### src/rtl/ese_pkg.sv
// encoder speed estimator package: widths, reset values, register indexes
// no dependencies
package ese_pkg;
    localparam int POSITION_BITS_DEF = 14;
    localparam int TIME_BITS_DEF     = 24;
    localparam logic [30:0] JUMP_RESET     = 31'd256000;
    localparam logic [16:0] GAIN_RESET     = 17'd6554;
    localparam logic [15:0] DEADBAND_RESET = 16'd26;
    localparam logic [33:0] RPM_SCALE      = 34'd15360000000;
    localparam logic [1:0] REG_JUMP = 2'd0;
    localparam logic [1:0] REG_GAIN = 2'd1;
    localparam logic [1:0] REG_DEADBAND = 2'd2;

    typedef enum logic [2:0] {
        ST_IDLE, ST_MUL, ST_DIV, ST_SAT, ST_LIMIT, ST_FILT, ST_DONE
    } back_state_t;
endpackage

### src/rtl/ese_front.sv
// front: accepts a word, classifies the zero interval, holds a one-entry queue
// depends on ese_pkg
module ese_front #(
    parameter int POSITION_BITS = ese_pkg::POSITION_BITS_DEF,
    parameter int TIME_BITS = ese_pkg::TIME_BITS_DEF
) (
    input  logic                     aclk,
    input  logic                     aresetn,
    input  logic                     s_valid,
    output logic                     s_ready,
    input  logic [POSITION_BITS-1:0] s_angle_code,
    input  logic [TIME_BITS-1:0]     s_elapsed_us,
    output logic                     q_valid,
    input  logic                     q_ready,
    output logic [POSITION_BITS-1:0] q_angle,
    output logic [TIME_BITS-1:0]     q_dt,
    output logic                     q_bad
);
    import ese_pkg::*;
    logic                     valid_reg;
    logic [POSITION_BITS-1:0] angle_reg;
    logic [TIME_BITS-1:0]     dt_reg;
    logic                     bad_reg;

    assign s_ready = !valid_reg || q_ready;
    assign q_valid = valid_reg;
    assign q_angle = angle_reg;
    assign q_dt    = dt_reg;
    assign q_bad   = bad_reg;

    always_ff @(posedge aclk) begin
        if (!aresetn) begin
            valid_reg <= 1'b0;
        end else if (s_ready) begin
            valid_reg <= s_valid;
        end
        if (s_valid && s_ready) begin
            angle_reg <= s_angle_code;
            dt_reg    <= s_elapsed_us;
            bad_reg   <= (s_elapsed_us == '0);
        end
    end
endmodule

### src/rtl/ese_back.sv
// back: speed conversion with a bit-serial divider, spike limit, iir, deadband
// depends on ese_pkg
module ese_back #(
    parameter int POSITION_BITS = ese_pkg::POSITION_BITS_DEF,
    parameter int TIME_BITS = ese_pkg::TIME_BITS_DEF
) (
    input  logic                     aclk,
    input  logic                     aresetn,
    input  logic                     q_valid,
    output logic                     q_ready,
    input  logic [POSITION_BITS-1:0] q_angle,
    input  logic [TIME_BITS-1:0]     q_dt,
    input  logic                     q_bad,
    input  logic [30:0]              max_speed_jump,
    input  logic [16:0]              filter_gain,
    input  logic [15:0]              zero_deadband,
    output logic                     m_valid,
    input  logic                     m_ready,
    output logic signed [31:0]       m_speed_rpm,
    output logic                     m_spike_limited,
    output logic                     m_bad_interval
);
    import ese_pkg::*;
    localparam int MAG_BITS = POSITION_BITS;
    localparam int NUM_BITS = 34 + MAG_BITS;
    localparam int DEN_BITS = TIME_BITS + POSITION_BITS;
    localparam int CNT_BITS = $clog2(NUM_BITS + 1);

    back_state_t state_reg, state_next;
    logic [POSITION_BITS-1:0] last_pos_reg;
    logic signed [31:0]       last_speed_reg, filt_reg;
    logic [POSITION_BITS-1:0] pos_reg;
    logic                     neg_reg;
    logic [NUM_BITS-1:0]      num_reg;
    logic [DEN_BITS-1:0]      den_reg;
    logic [DEN_BITS:0]        rem_reg;
    logic [NUM_BITS-1:0]      quo_reg;
    logic [CNT_BITS-1:0]      cnt_reg;
    logic signed [32:0]       inst_reg;
    logic                     lim_reg;
    logic signed [33:0]       diff_reg;
    logic signed [51:0]       prod_reg;
    logic                     out_valid_reg;
    logic signed [31:0]       out_speed_reg;
    logic                     out_lim_reg, out_bad_reg;

    logic [POSITION_BITS-1:0] d;
    logic                     dneg;
    logic [POSITION_BITS-1:0] mag;
    logic [DEN_BITS:0]        rem_sh;
    logic [NUM_BITS-1:0]      q_r;
    logic signed [33:0]       delta;
    logic [33:0]              absd, stp;
    logic signed [33:0]       lim_val;
    logic [16:0]              g;
    logic signed [63:0]       acc;
    logic signed [47:0]       filt_full;
    logic signed [31:0]       filt_w;
    logic [31:0]              filt_abs;

    assign q_ready = (state_reg == ST_IDLE) && !out_valid_reg;
    assign m_valid = out_valid_reg;
    assign m_speed_rpm = out_speed_reg;
    assign m_spike_limited = out_lim_reg;
    assign m_bad_interval = out_bad_reg;

    always_comb begin
        d    = q_angle - last_pos_reg;
        dneg = d[POSITION_BITS-1];
        mag  = dneg ? (~d + 1'b1) : d;
        rem_sh = {rem_reg[DEN_BITS-1:0], num_reg[NUM_BITS-1]};
        // round: quotient of (num + den/2) / den done by pre-adding
        q_r = quo_reg;
        delta = 34'(inst_reg) - 34'(last_speed_reg);
        absd  = delta[33] ? 34'(-delta) : 34'(delta);
        stp   = (absd >> 1) > {3'b0, max_speed_jump} ? {3'b0, max_speed_jump}
                                                     : (absd >> 1);
        lim_val = delta[33] ? 34'(last_speed_reg) - 34'(stp)
                            : 34'(last_speed_reg) + 34'(stp);
        g = filter_gain > 17'd65536 ? 17'd65536 : filter_gain;
        acc = (64'(filt_reg) <<< 16) + 64'(prod_reg) + 64'sd32768;
        filt_full = 48'(acc >>> 16);
        filt_w = filt_full[31:0];
        filt_abs = filt_w[31] ? 32'(-filt_w) : 32'(filt_w);
    end

    always_comb begin
        state_next = state_reg;
        unique case (state_reg)
            ST_IDLE:  if (q_valid && q_ready) state_next = q_bad ? ST_DONE : ST_MUL;
            ST_MUL:   state_next = ST_DIV;
            ST_DIV:   if (cnt_reg == '0) state_next = ST_SAT;
            ST_SAT:   state_next = ST_LIMIT;
            ST_LIMIT: state_next = ST_FILT;
            ST_FILT:  state_next = ST_DONE;
            ST_DONE:  state_next = ST_IDLE;
            default:  state_next = ST_IDLE;
        endcase
    end

    always_ff @(posedge aclk) begin
        if (!aresetn) begin
            state_reg      <= ST_IDLE;
            last_pos_reg   <= '0;
            last_speed_reg <= '0;
            filt_reg       <= '0;
            out_valid_reg  <= 1'b0;
        end else begin
            state_reg <= state_next;
            if (out_valid_reg && m_ready) out_valid_reg <= 1'b0;
            unique case (state_reg)
                ST_IDLE: if (q_valid && q_ready) begin
                    pos_reg <= q_angle;
                    neg_reg <= dneg;
                    den_reg <= DEN_BITS'(q_dt) << POSITION_BITS;
                    num_reg <= NUM_BITS'(mag);
                    out_bad_reg <= q_bad;
                    lim_reg <= 1'b0;
                end
                ST_MUL: begin
                    // one 34 x POSITION_BITS product, then add den/2 for rounding
                    num_reg <= NUM_BITS'(num_reg[MAG_BITS-1:0] * RPM_SCALE)
                               + NUM_BITS'(den_reg >> 1);
                    rem_reg <= '0;
                    quo_reg <= '0;
                    cnt_reg <= CNT_BITS'(NUM_BITS);
                end
                ST_DIV: if (cnt_reg != '0) begin
                    if (rem_sh >= {1'b0, den_reg}) begin
                        rem_reg <= rem_sh - {1'b0, den_reg};
                        quo_reg <= {quo_reg[NUM_BITS-2:0], 1'b1};
                    end else begin
                        rem_reg <= rem_sh;
                        quo_reg <= {quo_reg[NUM_BITS-2:0], 1'b0};
                    end
                    num_reg <= num_reg << 1;
                    cnt_reg <= cnt_reg - 1'b1;
                end
                ST_SAT: begin
                    if (neg_reg)
                        inst_reg <= (q_r > NUM_BITS'(64'd2147483648)) ? -33'sd2147483648
                                    : -$signed({1'b0, q_r[31:0]});
                    else
                        inst_reg <= (q_r > NUM_BITS'(64'd2147483647)) ? 33'sd2147483647
                                    : $signed({1'b0, q_r[31:0]});
                end
                ST_LIMIT: begin
                    if (absd > {3'b0, max_speed_jump}) begin
                        inst_reg <= 33'(lim_val);
                        lim_reg  <= 1'b1;
                        diff_reg <= lim_val - 34'(filt_reg);
                    end else begin
                        diff_reg <= 34'(inst_reg) - 34'(filt_reg);
                    end
                end
                ST_FILT: begin
                    prod_reg <= 52'(diff_reg * $signed({1'b0, g}));
                end
                ST_DONE: begin
                    out_valid_reg <= 1'b1;
                    if (out_bad_reg) begin
                        out_speed_reg <= filt_reg;
                        out_lim_reg   <= 1'b0;
                    end else begin
                        out_lim_reg    <= lim_reg;
                        out_speed_reg  <= (filt_abs < 32'(zero_deadband)) ? '0 : filt_w;
                        filt_reg       <= (filt_abs < 32'(zero_deadband)) ? '0 : filt_w;
                        last_speed_reg <= inst_reg[31:0];
                        last_pos_reg   <= pos_reg;
                    end
                end
                default: ;
            endcase
        end
    end
endmodule

### src/rtl/encoder_speed_estimator_top.sv
// encoder speed estimator top level: register port and front/back wiring
// depends on ese_pkg, ese_front, ese_back
// A word passes from its input handshake through the front queue to the back
// end, which forms the product, runs a bit-serial divider that retires one of
// 34 + POSITION_BITS quotient bits a cycle, then does the exit check,
// saturation, the spike limit, the filter product and the output. A zero
// interval skips the divider and goes straight to the output.
// The front holds one word, so the next word is taken while the back works;
// the back takes it once the previous result has been taken. Registers are
// written on cfg_*.
module encoder_speed_estimator_top #(
    parameter int POSITION_BITS = ese_pkg::POSITION_BITS_DEF,
    parameter int TIME_BITS = ese_pkg::TIME_BITS_DEF
) (
    input  logic                     aclk,
    input  logic                     aresetn,
    input  logic                     s_valid,
    output logic                     s_ready,
    input  logic [POSITION_BITS-1:0] s_angle_code,
    input  logic [TIME_BITS-1:0]     s_elapsed_us,
    output logic                     m_valid,
    input  logic                     m_ready,
    output logic signed [31:0]       m_speed_rpm,
    output logic                     m_spike_limited,
    output logic                     m_bad_interval,
    input  logic                     cfg_valid,
    output logic                     cfg_ready,
    input  logic [1:0]               cfg_index,
    input  logic [31:0]              cfg_data
);
    import ese_pkg::*;
    logic [30:0] jump_reg;
    logic [16:0] gain_reg;
    logic [15:0] deadband_reg;
    logic q_valid, q_ready, q_bad;
    logic [POSITION_BITS-1:0] q_angle;
    logic [TIME_BITS-1:0] q_dt;

    assign cfg_ready = 1'b1;

    always_ff @(posedge aclk) begin
        if (!aresetn) begin
            jump_reg     <= JUMP_RESET;
            gain_reg     <= GAIN_RESET;
            deadband_reg <= DEADBAND_RESET;
        end else if (cfg_valid) begin
            unique case (cfg_index)
                REG_JUMP:     jump_reg     <= cfg_data[30:0];
                REG_GAIN:     gain_reg     <= cfg_data[16:0];
                REG_DEADBAND: deadband_reg <= cfg_data[15:0];
                default: ;
            endcase
        end
    end

    ese_front #(.POSITION_BITS(POSITION_BITS), .TIME_BITS(TIME_BITS)) u_front (
        .aclk(aclk), .aresetn(aresetn),
        .s_valid(s_valid), .s_ready(s_ready),
        .s_angle_code(s_angle_code), .s_elapsed_us(s_elapsed_us),
        .q_valid(q_valid), .q_ready(q_ready),
        .q_angle(q_angle), .q_dt(q_dt), .q_bad(q_bad)
    );

    ese_back #(.POSITION_BITS(POSITION_BITS), .TIME_BITS(TIME_BITS)) u_back (
        .aclk(aclk), .aresetn(aresetn),
        .q_valid(q_valid), .q_ready(q_ready),
        .q_angle(q_angle), .q_dt(q_dt), .q_bad(q_bad),
        .max_speed_jump(jump_reg), .filter_gain(gain_reg),
        .zero_deadband(deadband_reg),
        .m_valid(m_valid), .m_ready(m_ready), .m_speed_rpm(m_speed_rpm),
        .m_spike_limited(m_spike_limited), .m_bad_interval(m_bad_interval)
    );
endmodule
### config.mk
export PLATFORM = sky130hd
export DESIGN_NAME = encoder_speed_estimator_top
export DESIGN_NICKNAME = d
export VERILOG_FILES = /design/src/rtl/ese_pkg.sv /design/src/rtl/ese_front.sv /design/src/rtl/ese_back.sv /design/src/rtl/encoder_speed_estimator_top.sv
export SDC_FILE = /design/constraint.sdc
export NUM_CORES = 2
export LEC_CHECK = 0
export BUFFER_PORTS_ARGS = -buffer_cell sky130_fd_sc_hd__buf_4
export CORE_MARGIN = 2
export CORE_UTILIZATION = 49
export DETAILED_ROUTE_END_ITERATION = 8
export RECOVER_POWER = 25
export SETUP_SLACK_MARGIN = 0.1
export SYNTH_ARGS = -nofsm -noshare
export SYNTH_HDL_FRONTEND = slang
export SYNTH_HIERARCHICAL = 1
export SYNTH_SLANG_ARGS = --single-unit
### constraint.sdc
create_clock -name aclk -period 24.5 [get_ports aclk]
set_input_delay 2.45 -clock aclk [delete_from_list [all_inputs] [get_ports aclk]]
set_output_delay 2.45 -clock aclk [all_outputs]
set_load 0.02 [all_outputs]
# == Word level (Yosys, flattened, before mapping) ==
# Index checks and enable logic that the tools add are counted.
# word_totals
reg_bits,515
out_inout_bits,37
# op_classes
addsub,15
mul,2
order_cmp,7
eq_ne,12
mux,34
bitwise_logic,2
reduce_logical,30
# op_table
cell,count
48-bit 2-to-1 mux,3
48-bit one-hot mux with 3 select lines,1
33-bit 2-to-1 mux,4
32-bit 2-to-1 mux,4
34-bit 2-to-1 mux,3
48-bit one-hot mux with 2 select lines,1
38-bit 2-to-1 mux,2
38-bit one-hot mux with 2 select lines,1
33-bit by 32-bit subtractor with 34-bit output,2
33-bit one-hot mux with 2 select lines,1
"48-bit by 17-bit adder with 48-bit output, second input constant",1
48-bit by 37-bit adder with 48-bit output,1
48-bit adder,1
"48-bit by 31-bit greater-than comparator with 1-bit output, second input constant",1
"48-bit by 32-bit greater-than comparator with 1-bit output, second input constant",1
34-bit by 18-bit multiplier with 48-bit output,1
39-bit by 38-bit greater-or-equal comparator with 1-bit output,1
38-bit subtractor,1
34-bit by 33-bit adder with 34-bit output,1
34-bit by 31-bit greater-than comparator with 1-bit output,1
34-bit negator,1
34-bit by 32-bit subtractor with 34-bit output,1
34-bit by 33-bit subtractor with 34-bit output,1
33-bit by 31-bit greater-than comparator with 1-bit output,1
38 further kinds,66

# == Logic depth before layout (Yosys ltp) ==
# logic_depth
word_depth,9
mapped_depth,61
mapped_depth_nobuf,54

# == Hierarchy ==
# The synthesis kept the hierarchy.
# modules_own_cells
module,instances,cells_each,area_each_um2,seq_area_each_um2
ese_back,1,6044,53393.7,11070.6
encoder_speed_estimator_top,1,261,2543.7,1281.2
ese_front,1,53,1272.5,1191.1

# == Least setup slack after synthesis ==
# OpenSTA, ideal clock, no wires.
# synth_path
path_kind,register to register
startpoint,reg u_back.inst_reg[0]
endpoint,"reg u_back.diff_reg[33], data pin"
arrival_ps,11478
slack_ps,12762
stages_incl_launch_ff,56
n_path_buf,5
cell_sequence,edfxtp_1 -> inv_1 -> ha_1 -> fa_1 -> nor2b_1 -> o2111a_1 -> nor2_1 -> o211ai_1 -> xor2_1 -> or4b_1 -> nor4_1 -> nand4_1 -> o21ai_0 -> xor2_1 -> ha_1 -> nor2b_1 -> o21ai_0 -> nand2_1 -> (+20 left out) -> and3_1 -> or2_2 -> o21bai_1 -> a21oi_1 -> xnor2_1 -> mux2_2 -> ha_1 -> or3_1 -> a211oi_1 -> o31ai_1 -> o41a_1 -> a211o_1 -> a21o_1 -> a21o_1 -> a21o_1 -> a21oi_1 -> xnor2_1 -> xnor2_1
# synth_via
elab_chain_cells,9
word_cells_on_any_way,12
classes_between,add/sub (6); order compare (2); mux (4)
# synth_lines
item,line_no,source
from (decl),ese_back.sv:39,logic signed [32:0] inst_reg;
from (signal assigned),ese_back.sv:141,inst_reg <= (q_r > NUM_BITS'(64'd2147483648)) ? -33'sd2147483648
from (signal assigned),ese_back.sv:144,inst_reg <= (q_r > NUM_BITS'(64'd2147483647)) ? 33'sd2147483647
from (signal assigned),ese_back.sv:149,inst_reg <= 33'(lim_val);
33-bit by 32-bit subtractor with 34-bit output,ese_back.sv:74,delta = 34'(inst_reg) - 34'(last_speed_reg);
34-bit negator,ese_back.sv:75,absd = delta[33] ? 34'(-delta) : 34'(delta);
34-bit 2-to-1 mux,ese_back.sv:75,
33-bit by 31-bit greater-than comparator with 1-bit output,ese_back.sv:76,"stp = (absd >> 1) > {3'b0, max_speed_jump} ? {3'b0, max_speed_jump}"
33-bit 2-to-1 mux,ese_back.sv:76,
34-bit by 33-bit adder with 34-bit output or 34-bit by 33-bit subtractor with 34-bit output (tied branches),"ese_back.sv:79, ese_back.sv:78",
34-bit 2-to-1 mux,ese_back.sv:78,lim_val = delta[33] ? 34'(last_speed_reg) - 34'(stp)
34-bit by 32-bit subtractor with 34-bit output,ese_back.sv:151,diff_reg <= lim_val - 34'(filt_reg);
34-bit 2-to-1 mux (*),ese_back.sv:148,"if (absd > {3'b0, max_speed_jump}) begin"
to (signal assigned),ese_back.sv:151,
to (signal assigned),ese_back.sv:153,diff_reg <= 34'(inst_reg) - 34'(filt_reg);
to (decl),ese_back.sv:41,logic signed [33:0] diff_reg;
# Mark *: on every way between the ends. The rest lies on a longest branch, timed or not.
# A chain may end at the register's enable or synchronous reset.

# == Worst setup path after layout ==
# Same ends and word-level chain as after synthesis.

==> flow_metrics.env <==
export IMPL_fmax_ghz=0.0735
export IMPL_cts_hold_fix_buffers=0
export IMPL_grt_max_degree=89
export IMPL_antenna_found_initial=7
export IMPL_hold_class="reg -> reg"
export IMPL_synth_cell_types=88
export IMPL_dieArea_um2=120000
export IMPL_hold_slack_ps=417
export IMPL_cts_htree_levels=3
export IMPL_clock_sinks=500
export IMPL_synth_compound_area_share_pct=12.3
export IMPL_vias=44500
export IMPL_timing_rr_end="u_back/diff_reg[33]$_DFFE_PP_"
export IMPL_instances_no_fill=7911
export IMPL_firstDrtPassIters=5
export IMPL_insertion_delay_ps=640
export IMPL_p_seq_share_pct=13.0
export IMPL_synth_xor_area_share_pct=4.75
export IMPL_avgViaCountPerCell=5.63
export IMPL_rsz0062_at_grt="no"
export IMPL_grt_overflow=0
export IMPL_syn_inst=6358
export IMPL_cts_resized=0
export IMPL_critPathMaxFanout=67
export IMPL_hold_viol=0
export IMPL_ys_flop_type="edfxtp_1"
export IMPL_p_per_area_nw_per_um2=158
export IMPL_num_rows=125
export IMPL_die_w_um=346
export IMPL_pin_count=114
export IMPL_cts_buffers_inserted=66
export IMPL_rrSetupSlack_ps=10890
export IMPL_synth_simple_area_share_pct=16.4
export IMPL_gp_congestion=0.927
export IMPL_r2r_cells=48
export IMPL_switching_share_pct=48.2
export IMPL_cts_root_buf="clkbuf_16"
export IMPL_synthMuxAreaShare_pct=2.30
export IMPL_r2r_start="u_back/inst_reg[0]$_DFFE_PP_"
export IMPL_ys_seq_elements=500
export IMPL_fin_nets=7508
export IMPL_ir_drop_uv=311
export IMPL_ys_seq_area_share_pct=23.7
export IMPL_synthArstFlopShare_pct=0
export IMPL_final_antenna_net_count=0
export IMPL_finalClockSkew_ps=33.5
export IMPL_layout_common_cells="inv_1 (1062), nand2_1 (795), fa_1 (597), ha_1 (500), edfxtp_1 (353)"
export IMPL_cts_setup_buffers=0
export IMPL_setup_tns_ps=0
export IMPL_end_kind="register"
export IMPL_p_leak_uw=0.0276
export IMPL_whs_endpoint="u_back/den_reg[14]$_DFFE_PP_"
export IMPL_syn_nets=7532
export IMPL_synth_edff_count=353
export IMPL_port_buffers=111
export IMPL_die_h_um=346
export IMPL_grt_pass1_vias=44600
export IMPL_tightest_slew_ps=3550
export IMPL_setup_viol=0
export IMPL_start_kind="register"
export IMPL_routed_wl_mm=162
export IMPL_clk_path_buf_depth=3
export IMPL_place_area_um2=59500
export IMPL_yosysWarnings=6
export IMPL_grt_util_all_layers_pct=27.3
export IMPL_power_switching_uw=4690
export IMPL_grt_pass1_wl_mm=254
export IMPL_critPathMaxStageDelay_ps=690
export IMPL_netlist_area_um2=57200
export IMPL_max_slew_margin_pct=-137
export IMPL_clk_pin_slew_worst_paths_ps=60
export IMPL_status="complete, but fails checks"
export IMPL_avgRoutedWirePerCell_um=20.5
export IMPL_drv_slew=452
export IMPL_crit_start="u_back/inst_reg[0]$_DFFE_PP_"
export IMPL_cap_violations=8
export IMPL_required_ps=24840
export IMPL_hold_start="u_front/q_dt[0]$_DFFE_PP_"
export IMPL_p_clk_share_pct=10.3
export IMPL_dp_cells=7790
export IMPL_fin_util_pct=53.1
export IMPL_syn_area_per_cell_um2=9.00
export IMPL_syn_to_final_growth_pct=7.75
export IMPL_core_area_um2=116000
export IMPL_antennaDiodeCount=0
export IMPL_critical_path_arrival_ps=13950
export IMPL_synthAdderAreaFrac_pct=31.8
export IMPL_post_route_min_period_ps=13610
export IMPL_drc=0
export IMPL_violations="capacitance limit, slew limit"
export IMPL_stdcell_area_um2=61600
export IMPL_critPathKind="reg -> reg"
export IMPL_crit_top_cell="ha_1"
export IMPL_drtIter0Drc=3607
export IMPL_cpMaxStageDelayCell="or4b_1"
export IMPL_dp_hpwl_mm=125
export IMPL_final_common_cell="inv_1"
export IMPL_hold_depth=0
export IMPL_initial_core_util_pct=49.3
export IMPL_layout_drive_gt1_share_pct=5.45
export IMPL_cts_tree="built"
export IMPL_p_int_uw=5040
export IMPL_p_comb_share_pct=76.7
export IMPL_min_period_over_period_pct=55.5
export IMPL_synth_top_family_by_area="adder cells"
==> through the flow <==
| step | power (µW) | setup WS, ps |
|---|---|---|
| global route | 10800 | 9980 |
| detailed placement | 8680 | 11180 |
| global placement | 8580 | 11130 |
| CTS | 9750 | 11060 |
| floorplan | 7090 | 12760 |
| finish | 9730 | 10890 |
==> cell type report <==
class | count | area (µm²)
clock buffers | 78 | 1730
inverters | 1062 | 3990
clock inverters | 43 | 557
flip-flops and latches | 500 | 13500
fillers | 10800 | 54400
multi-input cells | 4527 | 38700
repair buffers | 177 | 1190
well taps | 1524 | 1910
==> power by group through the flow <==
stage          clock (µW)  combinational (µW)  sequential (µW)
6_report             1010                7460             1260
2_1_floorplan           0                5840             1250
5_1_grt              1060                8500             1270
3_3_place_gp            0                7310             1280
4_1_cts              1030                7460             1260
3_5_place_dp            0                7400             1280
==> how the worst max path moves through the flow <==
stage                                          endpoint  slack [ps]  depth (start not counted)
after global placement    u_back/diff_reg[33]$_DFFE_PP_       11130                         50
after CTS                 u_back/diff_reg[33]$_DFFE_PP_       11060                         50
after global routing      u_back/diff_reg[33]$_DFFE_PP_        9980                         50
after floorplan           u_back/diff_reg[33]$_DFFE_PP_       12760                         55
final                     u_back/diff_reg[33]$_DFFE_PP_       10890                         48
after detailed placement  u_back/diff_reg[33]$_DFFE_PP_       11180                         50
==> logic make-up (layout without fill, tap and decap cells) <==
family / count (synthesis) / in the layout
simple gates: 1953 / 1953
buf+inv: 1331 / 1360
fa+ha+maj: 1097 / 1097
compound gates: 1039 / 1039
flops: 500 / 500
xor+xnor: 310 / 310
mux: 127 / 127
other cells: 1 / 1
==> Yosys cell counts, types with 18 or more instances <==
master | count | area share [%]
inv_1 | 1062 | 7.0
nand2_1 | 795 | 5.2
fa_1 | 597 | 21
ha_1 | 500 | 11
nor2_1 | 354 | 2.3
edfxtp_1 | 353 | 19
and2_1 | 247 | 2.7
clkbuf_1 | 217 | 1.4
xnor2_1 | 214 | 3.3
o21ai_0 | 212 | 1.9
a21oi_1 | 209 | 1.8
dfxtp_1 | 147 | 5.1
nor3_1 | 108 | 0.94
xor2_1 | 96 | 1.5
a21o_1 | 93 | 1.2
mux2i_1 | 93 | 1.6
a21boi_0 | 73 | 0.96
nor2b_1 | 72 | 0.79
nand3_1 | 71 | 0.62
a22o_1 | 67 | 1.0
a31oi_1 | 50 | 0.55
and3_1 | 47 | 0.51
nand4_1 | 43 | 0.47
o211ai_1 | 41 | 0.54
o31ai_1 | 39 | 0.51
o21a_1 | 37 | 0.49
or3_1 | 37 | 0.40
mux2_2 | 34 | 0.67
a211oi_1 | 33 | 0.43
a32o_1 | 32 | 0.56
nor4_1 | 32 | 0.35
nand2b_1 | 30 | 0.33
buf_1 | 28 | 0.18
o21bai_1 | 23 | 0.30
nand3b_1 | 19 | 0.25
or2_2 | 18 | 0.20
==> worst max-delay path: cells and delay by family (launching register included) <==
kind                       cells  cell delay [ps]
AOI/OAI and AO/OA             22             5780
xor gates and xnor gates       6             1240
adders and majority gates      5             1400
buffers and inverters          2              380
DFF                            1              420
muxes                          1              330
and+or+nand+nor               12             3740
==> per-layer routing <==
layer	wire, µm	up-vias	part of all wire [%]	global-route usage (%)
met4	4220	4	2.6	7.17
met5	29	-	0.018	0
met2	72300	1267	45	42.7
met3	10900	207	6.7	4.00
met1	74700	22100	46	39.6
li1	-	21000	-	-
(Power assumes the default switching activity.)
